===== config.mk =====
export PLATFORM = sky130hd
export DESIGN_NAME = band_peak_rpm_estimator
export DESIGN_NICKNAME = d
export VERILOG_FILES = /design/src/rtl/bpre_pkg.sv /design/src/rtl/bpre_div.sv /design/src/rtl/bpre_dp.sv /design/src/rtl/bpre_ctrl.sv /design/src/rtl/band_peak_rpm_estimator.sv
export SDC_FILE = /design/constraint.sdc
export NUM_CORES = 2
export LEC_CHECK = 0
export ABC_AREA = 1
export BUFFER_PORTS_ARGS = -buffer_cell sky130_fd_sc_hd__buf_4
export CAP_MARGIN = 10
export CORE_ASPECT_RATIO = 2
export CORE_MARGIN = 5
export CORE_UTILIZATION = 65
export DETAILED_ROUTE_END_ITERATION = 7
export PLACE_DENSITY = 0.8
export SETUP_SLACK_MARGIN = 0.02
export SLEW_MARGIN = 15
export SYNTH_ARGS = -nofsm -noshare
export SYNTH_HDL_FRONTEND = slang
export SYNTH_SLANG_ARGS = --single-unit
export TNS_END_PERCENT = 1

===== constraint.sdc =====
create_clock -name clk -period 10.8 [get_ports clk]
set_input_delay 1.62 -clock clk [delete_from_list [all_inputs] [get_ports clk]]
set_output_delay 1.62 -clock clk [all_outputs]
set_load 0.03 [all_outputs]

===== src/rtl/bpre_pkg.sv =====
// ---------------------------------------------------------------------------
// bpre_pkg: shared types and constants of the band peak RPM estimator
// Holds the word formats of both channels, the register index codes, the
// register reset values and the command and status groups between the
// controller and the datapath.
// ---------------------------------------------------------------------------
package bpre_pkg;

	localparam int MAG_W = 32;
	localparam int IDX_W = 12;
	localparam int HZ_W = 32;
	localparam int RPM_W = 40;

	// Interpolation offset magnitude is at most one bin in Q16.
	localparam int OFF_W = 17;
	localparam int QUO_W = 18;
	localparam int DIV_STEPS = QUO_W;
	localparam logic [QUO_W-1:0] OFF_MAX = QUO_W'(65536);

	localparam logic [HZ_W-1:0] HZ_PER_BIN_RESET = 32'd65536;
	localparam logic [IDX_W-1:0] BAND_FIRST_RESET = 12'd15;
	localparam logic [IDX_W-1:0] BAND_LAST_RESET = 12'd50;
	localparam logic [HZ_W-1:0] MIN_FREQ_RESET = 32'd983040;

	typedef enum logic [1:0] {
		CFG_HZ_PER_BIN = 2'd0,
		CFG_BAND_FIRST = 2'd1,
		CFG_BAND_LAST  = 2'd2,
		CFG_MIN_FREQ   = 2'd3
	} cfg_index_t;

	typedef struct packed {
		logic [MAG_W-1:0] bin_mag;
		logic             last_bin;
	} bin_word_t;

	typedef struct packed {
		logic [RPM_W-1:0] rpm_q8;
		logic [IDX_W-1:0] peak_index;
		logic [MAG_W-1:0] peak_mag;
		logic             rpm_valid;
	} res_word_t;

	typedef struct packed {
		logic take;
		logic div_start;
		logic refine;
		logic mul_lo;
		logic mul_hi;
		logic sum;
		logic fin;
	} cmd_t;

	typedef struct packed {
		logic div_done;
	} stat_t;

endpackage


===== src/rtl/bpre_div.sv =====
// ---------------------------------------------------------------------------
// bpre_div: restoring divider for the interpolation offset
// Computes round(32768 * |num| / |den|) one quotient bit per cycle. Values
// of four bins or more are flagged as overflow, since the caller saturates
// at one bin anyway.
// ---------------------------------------------------------------------------
module bpre_div (
	input  logic                       clk,
	input  logic                       arst_n,
	input  logic                       start,
	input  logic signed [32:0]         num,
	input  logic signed [34:0]         den,
	output logic                       done,
	output logic [bpre_pkg::QUO_W-1:0] quo,
	output logic                       ovf,
	output logic                       neg
);
	import bpre_pkg::*;

	localparam int CNT_W = $clog2(DIV_STEPS);

	logic [31:0]      an;
	logic [33:0]      ad;
	logic [47:0]      dvd;
	logic [33:0]      rem_q;
	logic [QUO_W-1:0] dvd_q;
	logic [33:0]      ad_q;
	logic [QUO_W-1:0] quo_q;
	logic             ovf_q;
	logic             neg_q;
	logic             busy_q;
	logic             done_q;
	logic [CNT_W-1:0] cnt_q;
	logic [34:0]      trial;
	logic [34:0]      diff;

	always_comb begin
		an = num[32] ? 32'(-num) : num[31:0];
		ad = den[34] ? 34'(-den) : den[33:0];
		// Adding half the divisor rounds to nearest.
		dvd = {1'b0, an, 15'b0} + 48'(ad[33:1]);
		trial = {rem_q, dvd_q[QUO_W-1]};
		diff = trial - {1'b0, ad_q};
	end

	always_ff @(posedge clk or negedge arst_n) begin
		if (!arst_n) begin
			busy_q <= 1'b0;
			done_q <= 1'b0;
			cnt_q <= '0;
		end else begin
			done_q <= 1'b0;
			if (start) begin
				busy_q <= 1'b1;
				cnt_q <= '0;
			end else if (busy_q) begin
				cnt_q <= cnt_q + CNT_W'(1);
				if (cnt_q == CNT_W'(DIV_STEPS - 1)) begin
					busy_q <= 1'b0;
					done_q <= 1'b1;
				end
			end
		end
	end

	always_ff @(posedge clk) begin
		if (start) begin
			rem_q <= 34'(dvd[47:QUO_W]);
			dvd_q <= dvd[QUO_W-1:0];
			ad_q <= ad;
			quo_q <= '0;
			ovf_q <= 34'(dvd[47:QUO_W]) >= ad;
			neg_q <= num[32] != den[34];
		end else if (busy_q) begin
			dvd_q <= {dvd_q[QUO_W-2:0], 1'b0};
			if (!diff[34]) begin
				rem_q <= diff[33:0];
				quo_q <= {quo_q[QUO_W-2:0], 1'b1};
			end else begin
				rem_q <= trial[33:0];
				quo_q <= {quo_q[QUO_W-2:0], 1'b0};
			end
		end
	end

	assign done = done_q;
	assign quo = quo_q;
	assign ovf = ovf_q;
	assign neg = neg_q;

endmodule


===== src/rtl/bpre_dp.sv =====
// ---------------------------------------------------------------------------
// bpre_dp: datapath of the band peak RPM estimator
// Holds the registers, scans the bins for the in-band peak and its
// neighbours, then refines the peak, scales it and forms the RPM word.
// ---------------------------------------------------------------------------
module bpre_dp #(
	parameter int MAX_HALF_BINS = 4096
) (
	input  logic                   clk,
	input  logic                   arst_n,
	input  bpre_pkg::cmd_t         cmd,
	output bpre_pkg::stat_t        stat,
	input  bpre_pkg::bin_word_t    bin_word,
	input  logic                   cfg_we,
	input  bpre_pkg::cfg_index_t   cfg_index,
	input  logic [31:0]            cfg_data,
	output bpre_pkg::res_word_t    res_word
);
	import bpre_pkg::*;

	localparam int CNT_W = $clog2(MAX_HALF_BINS);
	localparam int CMP_W = (CNT_W > IDX_W) ? CNT_W : IDX_W;
	localparam logic [CNT_W-1:0] CNT_LAST = CNT_W'(MAX_HALF_BINS - 1);

	// Configuration registers.
	logic [HZ_W-1:0]  hz_q;
	logic [IDX_W-1:0] first_q;
	logic [IDX_W-1:0] last_q;
	logic [HZ_W-1:0]  minf_q;

	// Scan state.
	logic [CNT_W-1:0] cnt_q;
	logic [MAG_W-1:0] prev_q;
	logic [MAG_W-1:0] best_q;
	logic [IDX_W-1:0] idx_q;
	logic [MAG_W-1:0] left_q;
	logic [MAG_W-1:0] right_q;
	logic             rpend_q;
	logic             rseen_q;

	logic [MAG_W-1:0] best_n;
	logic [IDX_W-1:0] idx_n;
	logic [MAG_W-1:0] left_n;
	logic [MAG_W-1:0] right_n;
	logic             rpend_n;
	logic             rseen_n;

	logic [IDX_W-1:0] eff_first;
	logic [CMP_W-1:0] i_ext;
	logic [CMP_W-1:0] first_ext;
	logic [CMP_W-1:0] last_ext;
	logic             hit;
	logic [MAG_W-1:0] mag;

	// Operands of the end-of-spectrum computation.
	logic [MAG_W-1:0] opl_q;
	logic [MAG_W-1:0] opc_q;
	logic [MAG_W-1:0] opr_q;
	logic             oprs_q;
	logic [IDX_W-1:0] opidx_q;

	logic signed [32:0] num;
	logic signed [34:0] den;
	logic               skip;
	logic               div_done;
	logic [QUO_W-1:0]   quo;
	logic               div_ovf;
	logic               div_neg;
	logic               off_sat;
	logic [OFF_W-1:0]   off_mag;
	logic signed [29:0] off;
	logic signed [29:0] base;
	logic signed [29:0] ref_s;

	logic [28:0]  refined_q;
	logic [44:0]  lo_q;
	logic [44:0]  hi_q;
	logic [60:0]  prod_q;
	logic         freq_ok;
	logic [66:0]  x60;
	logic [42:0]  rnd;
	logic [RPM_W-1:0] rpm;
	res_word_t    res_q;

	always_ff @(posedge clk or negedge arst_n) begin
		if (!arst_n) begin
			hz_q <= HZ_PER_BIN_RESET;
			first_q <= BAND_FIRST_RESET;
			last_q <= BAND_LAST_RESET;
			minf_q <= MIN_FREQ_RESET;
		end else if (cfg_we) begin
			case (cfg_index)
				CFG_HZ_PER_BIN: hz_q <= cfg_data;
				CFG_BAND_FIRST: first_q <= cfg_data[IDX_W-1:0];
				CFG_BAND_LAST:  last_q <= cfg_data[IDX_W-1:0];
				CFG_MIN_FREQ:   minf_q <= cfg_data;
				default: ;
			endcase
		end
	end

	always_comb begin
		mag = bin_word.bin_mag;
		// Bin 0 holds DC and is never searched.
		eff_first = (first_q == '0) ? IDX_W'(1) : first_q;
		i_ext = CMP_W'(cnt_q);
		first_ext = CMP_W'(eff_first);
		last_ext = CMP_W'(last_q);
		hit = (i_ext >= first_ext) && (i_ext <= last_ext) &&
			((i_ext == first_ext) || (mag > best_q));

		best_n = best_q;
		idx_n = idx_q;
		left_n = left_q;
		right_n = right_q;
		rpend_n = rpend_q;
		rseen_n = rseen_q;
		if (rpend_q) begin
			right_n = mag;
			rseen_n = 1'b1;
			rpend_n = 1'b0;
		end
		if (hit) begin
			best_n = mag;
			idx_n = i_ext[IDX_W-1:0];
			left_n = prev_q;
			right_n = '0;
			rpend_n = 1'b1;
			rseen_n = 1'b0;
		end
	end

	always_ff @(posedge clk or negedge arst_n) begin
		if (!arst_n) begin
			cnt_q <= '0;
			prev_q <= '0;
			best_q <= '0;
			idx_q <= BAND_FIRST_RESET;
			left_q <= '0;
			right_q <= '0;
			rpend_q <= 1'b0;
			rseen_q <= 1'b0;
		end else if (cmd.take) begin
			if (bin_word.last_bin) begin
				cnt_q <= '0;
				prev_q <= '0;
				best_q <= '0;
				idx_q <= eff_first;
				left_q <= '0;
				right_q <= '0;
				rpend_q <= 1'b0;
				rseen_q <= 1'b0;
			end else begin
				cnt_q <= (cnt_q == CNT_LAST) ? '0 : cnt_q + CNT_W'(1);
				prev_q <= mag;
				best_q <= best_n;
				idx_q <= idx_n;
				left_q <= left_n;
				right_q <= right_n;
				rpend_q <= rpend_n;
				rseen_q <= rseen_n;
			end
		end
	end

	always_ff @(posedge clk) begin
		if (cmd.take && bin_word.last_bin) begin
			opl_q <= left_n;
			opc_q <= best_n;
			opr_q <= right_n;
			oprs_q <= rseen_n;
			opidx_q <= idx_n;
		end
	end

	always_comb begin
		num = $signed({1'b0, opl_q}) - $signed({1'b0, opr_q});
		den = $signed({3'b0, opl_q}) + $signed({3'b0, opr_q}) -
			$signed({2'b0, opc_q, 1'b0});
		skip = !oprs_q || (den == '0);
	end

	bpre_div u_div (
		.clk    (clk),
		.arst_n (arst_n),
		.start  (cmd.div_start),
		.num    (num),
		.den    (den),
		.done   (div_done),
		.quo    (quo),
		.ovf    (div_ovf),
		.neg    (div_neg)
	);

	assign stat.div_done = div_done;

	always_comb begin
		// A centre that is not the local maximum can push the offset past one bin.
		off_sat = div_ovf || (quo > OFF_MAX);
		off_mag = off_sat ? OFF_MAX[OFF_W-1:0] : quo[OFF_W-1:0];
		if (skip) begin
			off = '0;
		end else if (div_neg) begin
			off = -$signed({13'b0, off_mag});
		end else begin
			off = $signed({13'b0, off_mag});
		end
		base = $signed({2'b0, opidx_q, 16'b0});
		ref_s = base + off;
	end

	always_comb begin
		freq_ok = prod_q >= {13'b0, minf_q, 16'b0};
		// Times 60 is times 64 minus times 4, then round Q32 Hz to Q8.
		x60 = {prod_q, 6'b0} - {4'b0, prod_q, 2'b0} + 67'h800000;
		rnd = x60[66:24];
		rpm = (rnd[42:RPM_W] != '0) ? '1 : rnd[RPM_W-1:0];
	end

	always_ff @(posedge clk) begin
		if (cmd.refine) begin
			refined_q <= ref_s[29] ? '0 : ref_s[28:0];
		end
		if (cmd.mul_lo) begin
			lo_q <= 45'(refined_q) * 45'(hz_q[15:0]);
		end
		if (cmd.mul_hi) begin
			hi_q <= 45'(refined_q) * 45'(hz_q[31:16]);
		end
		if (cmd.sum) begin
			prod_q <= 61'(lo_q) + {hi_q, 16'b0};
		end
		if (cmd.fin) begin
			res_q.rpm_q8 <= freq_ok ? rpm : '0;
			res_q.peak_index <= opidx_q;
			res_q.peak_mag <= opc_q;
			res_q.rpm_valid <= freq_ok;
		end
	end

	assign res_word = res_q;

endmodule


===== src/rtl/bpre_ctrl.sv =====
// ---------------------------------------------------------------------------
// bpre_ctrl: controller of the band peak RPM estimator
// Takes bins while scanning, then sequences division, refinement, the two
// partial products and the RPM stage, and owns the result valid flag.
// ---------------------------------------------------------------------------
module bpre_ctrl (
	input  logic            clk,
	input  logic            arst_n,
	input  logic            bin_valid,
	input  logic            last_bin,
	output logic            bin_stall,
	output logic            res_valid,
	input  logic            res_stall,
	input  bpre_pkg::stat_t stat,
	output bpre_pkg::cmd_t  cmd
);
	import bpre_pkg::*;

	typedef enum logic [6:0] {
		ST_IDLE    = 7'b0000001,
		ST_DIV_LD  = 7'b0000010,
		ST_DIV_RUN = 7'b0000100,
		ST_MUL_LO  = 7'b0001000,
		ST_MUL_HI  = 7'b0010000,
		ST_SUM     = 7'b0100000,
		ST_FIN     = 7'b1000000
	} state_t;

	state_t state_q;
	state_t state_n;
	logic   res_valid_q;
	logic   take;
	logic   load;

	assign take = bin_valid && (state_q == ST_IDLE);
	// The result register frees up in the same cycle its word is taken.
	assign load = (state_q == ST_FIN) && (!res_valid_q || !res_stall);

	always_comb begin
		state_n = state_q;
		case (state_q)
			ST_IDLE:    if (take && last_bin) state_n = ST_DIV_LD;
			ST_DIV_LD:  state_n = ST_DIV_RUN;
			ST_DIV_RUN: if (stat.div_done) state_n = ST_MUL_LO;
			ST_MUL_LO:  state_n = ST_MUL_HI;
			ST_MUL_HI:  state_n = ST_SUM;
			ST_SUM:     state_n = ST_FIN;
			ST_FIN:     if (load) state_n = ST_IDLE;
			default:    state_n = ST_IDLE;
		endcase
	end

	always_ff @(posedge clk or negedge arst_n) begin
		if (!arst_n) begin
			state_q <= ST_IDLE;
			res_valid_q <= 1'b0;
		end else begin
			state_q <= state_n;
			if (load) begin
				res_valid_q <= 1'b1;
			end else if (!res_stall) begin
				res_valid_q <= 1'b0;
			end
		end
	end

	always_comb begin
		cmd.take = take;
		cmd.div_start = state_q == ST_DIV_LD;
		cmd.refine = (state_q == ST_DIV_RUN) && stat.div_done;
		cmd.mul_lo = state_q == ST_MUL_LO;
		cmd.mul_hi = state_q == ST_MUL_HI;
		cmd.sum = state_q == ST_SUM;
		cmd.fin = load;
	end

	assign bin_stall = state_q != ST_IDLE;
	assign res_valid = res_valid_q;

endmodule


===== src/rtl/band_peak_rpm_estimator.sv =====
// ---------------------------------------------------------------------------
// band_peak_rpm_estimator: in-band spectral peak with parabolic refinement
// Finds the strongest bin of a half spectrum within the configured band,
// refines its position from its neighbours, scales it to Hz and gives RPM.
//
//   channel  handshake             word
//   bins     bin_valid/bin_stall   bin_word: bin_mag, last_bin
//   result   res_valid/res_stall   res_word: rpm_q8, peak_index, peak_mag,
//                                            rpm_valid
//   config   cfg_we                cfg_index, cfg_data
//
// One bin is taken per cycle while bin_stall is low. After the last bin,
// bin_stall stays high through the load and the bit-serial offset divider
// with the refinement, two 29x16 partial products, the sum and the RPM
// stage, and longer while an earlier result waits in the output register.
// Reset loads the register defaults and clears the scan and result valid.
// A held result does not block the next spectrum's bins.
// ---------------------------------------------------------------------------
module band_peak_rpm_estimator #(
	parameter int MAX_HALF_BINS = 4096
) (
	input  logic                 clk,
	input  logic                 arst_n,
	input  logic                 bin_valid,
	output logic                 bin_stall,
	input  bpre_pkg::bin_word_t  bin_word,
	output logic                 res_valid,
	input  logic                 res_stall,
	output bpre_pkg::res_word_t  res_word,
	input  logic                 cfg_we,
	input  bpre_pkg::cfg_index_t cfg_index,
	input  logic [31:0]          cfg_data
);
	import bpre_pkg::*;

	cmd_t  cmd;
	stat_t stat;

	bpre_ctrl u_ctrl (
		.clk       (clk),
		.arst_n    (arst_n),
		.bin_valid (bin_valid),
		.last_bin  (bin_word.last_bin),
		.bin_stall (bin_stall),
		.res_valid (res_valid),
		.res_stall (res_stall),
		.stat      (stat),
		.cmd       (cmd)
	);

	bpre_dp #(
		.MAX_HALF_BINS (MAX_HALF_BINS)
	) u_dp (
		.clk       (clk),
		.arst_n    (arst_n),
		.cmd       (cmd),
		.stat      (stat),
		.bin_word  (bin_word),
		.cfg_we    (cfg_we),
		.cfg_index (cfg_index),
		.cfg_data  (cfg_data),
		.res_word  (res_word)
	);

endmodule


After elaboration in Yosys (flattened, before gate mapping) --
Cells that the tools add are included.
Operators by class: reductions and logical operators 23, order comparisons 6, mux-type cells 44, equality and inequality tests 19, $mul 2, add/sub/neg operators 14
Operator list (count):
- 32-bit two-way mux | 9
- 30-bit two-way mux | 4
- 29-bit by 16-bit multiplier with 45-bit output | 2
- 34-bit two-way mux | 2
- 67-bit by 24-bit adder with 67-bit output (second input constant) | 1
- 67-bit by 63-bit subtractor with 67-bit output | 1
- 45-bit by 61-bit adder with 61-bit output | 1
- 61-bit by 48-bit greater-or-equal comparator with 1-bit output | 1
- 12-bit two-way mux | 5
- 7-bit case mux with 7 select lines | 1
- 47-bit by 33-bit adder with 48-bit output | 1
- 40-bit two-way mux | 1
- 18-bit two-way mux | 2
- 35-bit zero test | 1
- 35-bit by 34-bit subtractor with 35-bit output | 1
- 30-bit by 34-bit greater-or-equal comparator with 1-bit output | 1
- 34-bit negation | 1
- 33-bit by 33-bit subtractor with 34-bit output | 1
- 32-bit by 32-bit adder with 33-bit output | 1
- 32-bit by 32-bit subtractor with 33-bit output | 1
- 32-bit > comparator | 1
- 32-bit negation | 1
- 29-bit by 30-bit adder with 30-bit output | 1
- 17-bit negation with 30-bit output | 1
- 34 further kinds | 66
Word-level totals: output and inout port bits 87, flip-flop bits (word level) 737, bits of input ports 72

Longest topological paths before layout --
word-level depth 7, gate-level depth with buffers 53, gate-level depth less buffers 53

Cells and area by module --
A second synthesis with hierarchy kept.
Second synthesis, totals: cell total of the unflattened synthesis 10289, area, all modules 80499.7 um^2
By module, submodules not included:
- bpre_dp | seq. area each 17306.6 um^2, instances 1, cells each 8598, area each 68811.0 um^2
- bpre_div | seq. area each 3138.0 um^2, instances 1, cells each 1618, area each 11178.2 um^2
- bpre_ctrl | seq. area each 201.4 um^2, instances 1, cells each 73, area each 510.5 um^2

Least setup slack after synthesis --
Ideal clock, no wire load.
kind input-to-reg, from input bin_valid, to register u_dp.refined_q[0] (enable), stages on the path 6, arrival 8724 ps, setup time 415 ps, buffers on the path 0, slack 1661 ps, required time 10385 ps, cell sequence nand2_1 nor2_1 inv_1 nand2_1 nand3_1 nor2_1
RTL lines:
- start, declared | RTL line band_peak_rpm_estimator.sv:24 | input logic bin_valid,
- end signal, assigned | RTL line bpre_dp.sv:222 | refined_q <= ref_s[29] ? '0 : ref_s[28:0];
- end, declared | RTL line bpre_dp.sv:75 | logic [28:0] refined_q;

Worst setup path after layout --
from register u_dp.opc_q[26], to register u_dp.u_div.ovf_q, in the netlist u_dp.u_div.ovf, data pin
Between the ends: longest elaborated chain between the ends 5
Ends and longest elaborated chain:
- start, declared | RTL line bpre_dp.sv:57 | logic [MAG_W-1:0] opc_q;
- start signal, assigned | RTL line bpre_dp.sv:169 | opc_q <= best_n;
- 33-bit by 33-bit subtractor with 34-bit output (*) | RTL line bpre_dp.sv:178 | den = $signed({3'b0, opl_q}) + $signed({3'b0, opr_q}) -
- 34-bit negation | RTL line bpre_div.sv:39 | ad = den[34] ? 34'(-den) : den[33:0];
- 34-bit two-way mux (*) | RTL line bpre_div.sv:39
- net u_dp.u_div.ad[32] | RTL line bpre_div.sv:23 | logic [33:0] ad;
- 47-bit by 33-bit adder with 48-bit output | RTL line bpre_div.sv:41 | dvd = {1'b0, an, 15'b0} + 48'(ad[33:1]);
- 30-bit by 34-bit greater-or-equal comparator with 1-bit output (*) | RTL line bpre_div.sv:72 | ovf_q <= 34'(dvd[47:QUO_W]) >= ad;
- end signal, assigned | RTL line bpre_div.sv:72
- end, declared | RTL line bpre_div.sv:29 | logic ovf_q;
The timed path passes the listed nets; every way through them passes the cells marked *. A chain may end at the register's enable or synchronous reset.

==> qor.yml <==
critical_path:
  cp_num_buf_inv: 6
  cp_slowest_cell: "nor2_1"
  startpoint_type: "flip-flop"
  cp-startpoint: "u_dp.opc_q[26]"
  reg2regPathDepth: 36
  cp_max_fo: 5
  worstPathArrival_ps: 9350
  crit_family: "simple AND/OR/NAND/NOR gates"
  crit_cells: 36
  criticalPathCategory: "reg2reg"
  crit_path_end_kind: "flip-flop"
  crit_required_ps: 11400
  cp_slowest_stage_delay_ps: 1010
  rr_endpoint: "u_dp.u_div.ovf"
  r2r-start: "u_dp.opc_q[26]"
  path_common_cell: "nand2_1"
  r2r_slack_ps: 2040
final_layout:
  final_nets: 11000
  drive_gt1_frac: 0.0618
  fin_util: 0.699
  area_growth_pct: 6.79
  fillers: 9488
yosys:
  synth_most_common_cell: "nand2_1"
  synth_edf_count: 458
  synth_top_area_share: 0.204
  synth_seq_area_share: 0.268
  synth_common_cells: "nand2_1 (2304), inv_1 (2089), fa_1 (788), ha_1 (635), edfxtp_1 (458)"
  synth_area_leader_cell: "fa_1"
  ys_warn_count: 0
  synthCells: 9449
  ys_types: 79
  syn-num-nets: 10900
  syn_area_um2: 77200
  ys.flop_type: "edfxtp_1"
  avgSynthCellArea_um2: 8.17
  synth_seq_cells: 737
  yosys-top-cells-area: "fa_1 (20%), edfxtp_1 (18%), nand2_1 (11%)"
  ys_async_sr_fraction: 0.349
floorplanning:
  core_um2: 118000
  fp.dieW_um: 254
  placementRows: 178
  dieArea_um2: 126000
  die_h_um: 497
  initial_core_util: 0.655
  ios: 159
grt:
  grt_max_degree: 116
  grt_first_pass_wirelength_um: 421000
  antenna_found_initial: 28
  grt_pass1_vias: 71600
  grt_overflow: 0
  grt_usage: 0.446
cts:
  cts_resized: 0
  clk_pin_slew_ps: 70
  cts_buffers: 71
  clk_latency_ps: 720
  clockBufferDepth: 3
  post_cts_buffers: 0
  clockRootBuffer: "clkbuf_16"
  cts.sinks: 737
  ctsHoldBuffers: 0
  htreeDepth: 3
  cts_tree: "built"
worst_hold_path:
  hp-class: "reg2reg"
  holdPathEnd: "u_dp.prod_q[7]"
  min_from: "u_dp.lo_q[7]"
  hold_depth: 0
timing:
  setup_viol_count_final: 0
  tns_ps: 0
  rsz0062_at_grt: "false"
  maxSlewViolCount: 0
  worstMarginPinSlew_ps: 1190
  hold_ws_ps: 385
  clock_skew_ps: 46.7
  worst_slew_margin_rel: 0.205
  hold_viol_final: 0
  post-route-period-util: 0.811
  fin_crit_ps: 8760
  fmax_mhz: 114
run:
  cap_violations: 0
detailed_routing:
  drc_errors: 0
  drt_iter0_drc: 6019
  wl_per_cell_um: 25.0
  drtAntennaViolNets: 0
  firstDrtPassIters: 7
  viasPerCell: 6.07
  routed_wl_um: 277000
  vias: 67200
place:
  port_buffers: 158
  routabilityCongestion: 1.10
  place_hpwl_um: 213000
status:
  status: "finished, final reports clean"
==> cell type report <==
class	instances	area, µm²	share of cell area
multi-input combinational	6281	47400	0.576
sequential	737	20600	0.251
inverter	2125	7980	0.0969
clock buffer	91	1940	0.0235
tap	1530	1910	0.0232
timing repair buffer	246	1880	0.0228
clock inverter	41	547	0.00664
antenna	21	52.6	0.000638
==> per-layer routing <==
layer	vias to the layer above	track usage	part of all wire
met5	-	0.000783	0.00022
met4	10	0.477	0.15
met3	1834	0.135	0.089
met2	3653	0.737	0.48
met1	32300	0.409	0.28
li1	29500	-	-
==> registers in the layout, indices dropped and copies added, names as in the netlist, 29 cells and up <==
| signal | cells |
|---|---|
| u_dp.refined_q | 29 |
| u_dp.minf_q | 32 |
| u_dp.hi_q | 45 |
| u_dp.prod_q | 61 |
| u_dp.lo_q | 45 |
| u_dp.opr_q | 32 |
| u_dp.best_q | 32 |
| u_dp.right_q | 32 |
| u_dp.hz_q | 32 |
| u_dp.res_word | 85 |
| u_dp.prev_q | 32 |
| u_dp.u_div.rem_q | 34 |
| u_dp.opl_q | 32 |
| u_dp.left_q | 32 |
| u_dp.opc_q | 32 |
| u_dp.u_div.ad_q | 34 |
==> layout by cell type (no fill, tap or decap), types with 171 or more instances in the layout <==
cell type	instances
nand2_1	2299
inv_1	2084
fa_1	788
ha_1	635
edfxtp_1	458
nor2_1	453
o21ai_0	439
a21oi_1	430
buf_4	243
dfrtp_1	238
xor2_1	189
nand3_1	171
==> cell families after synthesis <==
logic type	count (synthesis)	share of synthesized area
AOI/OAI and AO/OA	1260	0.0935
xor gates and xnor gates	304	0.0354
adders and majority gates	1423	0.307
buffers and inverters	2431	0.119
DFF	737	0.268
and+or+nand+nor	3294	0.177
==> how the worst max path moves through the flow <==
stage	end
2_1_floorplan	u_dp.refined_q[0]
3_3_place_gp	u_dp.u_div.ovf
3_5_place_dp	u_dp.u_div.ovf
4_1_cts	u_dp.u_div.ovf
5_1_grt	u_dp.u_div.ovf
6_report	u_dp.u_div.ovf
==> worst register-to-register path: cells and delay by family (launching register included) <==
family                   cells  cell delay, ps
buffers and inverters        6             630
AO/OA/AOI/OAI                6            1020
AND/OR/NAND/NOR             19            4210
XOR/XNOR                     1             580
adder cells (fa/ha/maj)      4            1780
flip-flops                   1             440
==> metrics by stage <==
stage	instances	setup WS (ps)	instance area, µm²
final	11100	2040	82400
after global routing	11100	1830	82400
after CTS	11100	2590	82300
after detailed placement	10900	2630	79900
after global placement	10900	2710	79900
after floorplan	9449	1660	77200
Power is not shown: default switching activity piles up to over one toggle a cycle in this logic, so the estimate is an artifact.
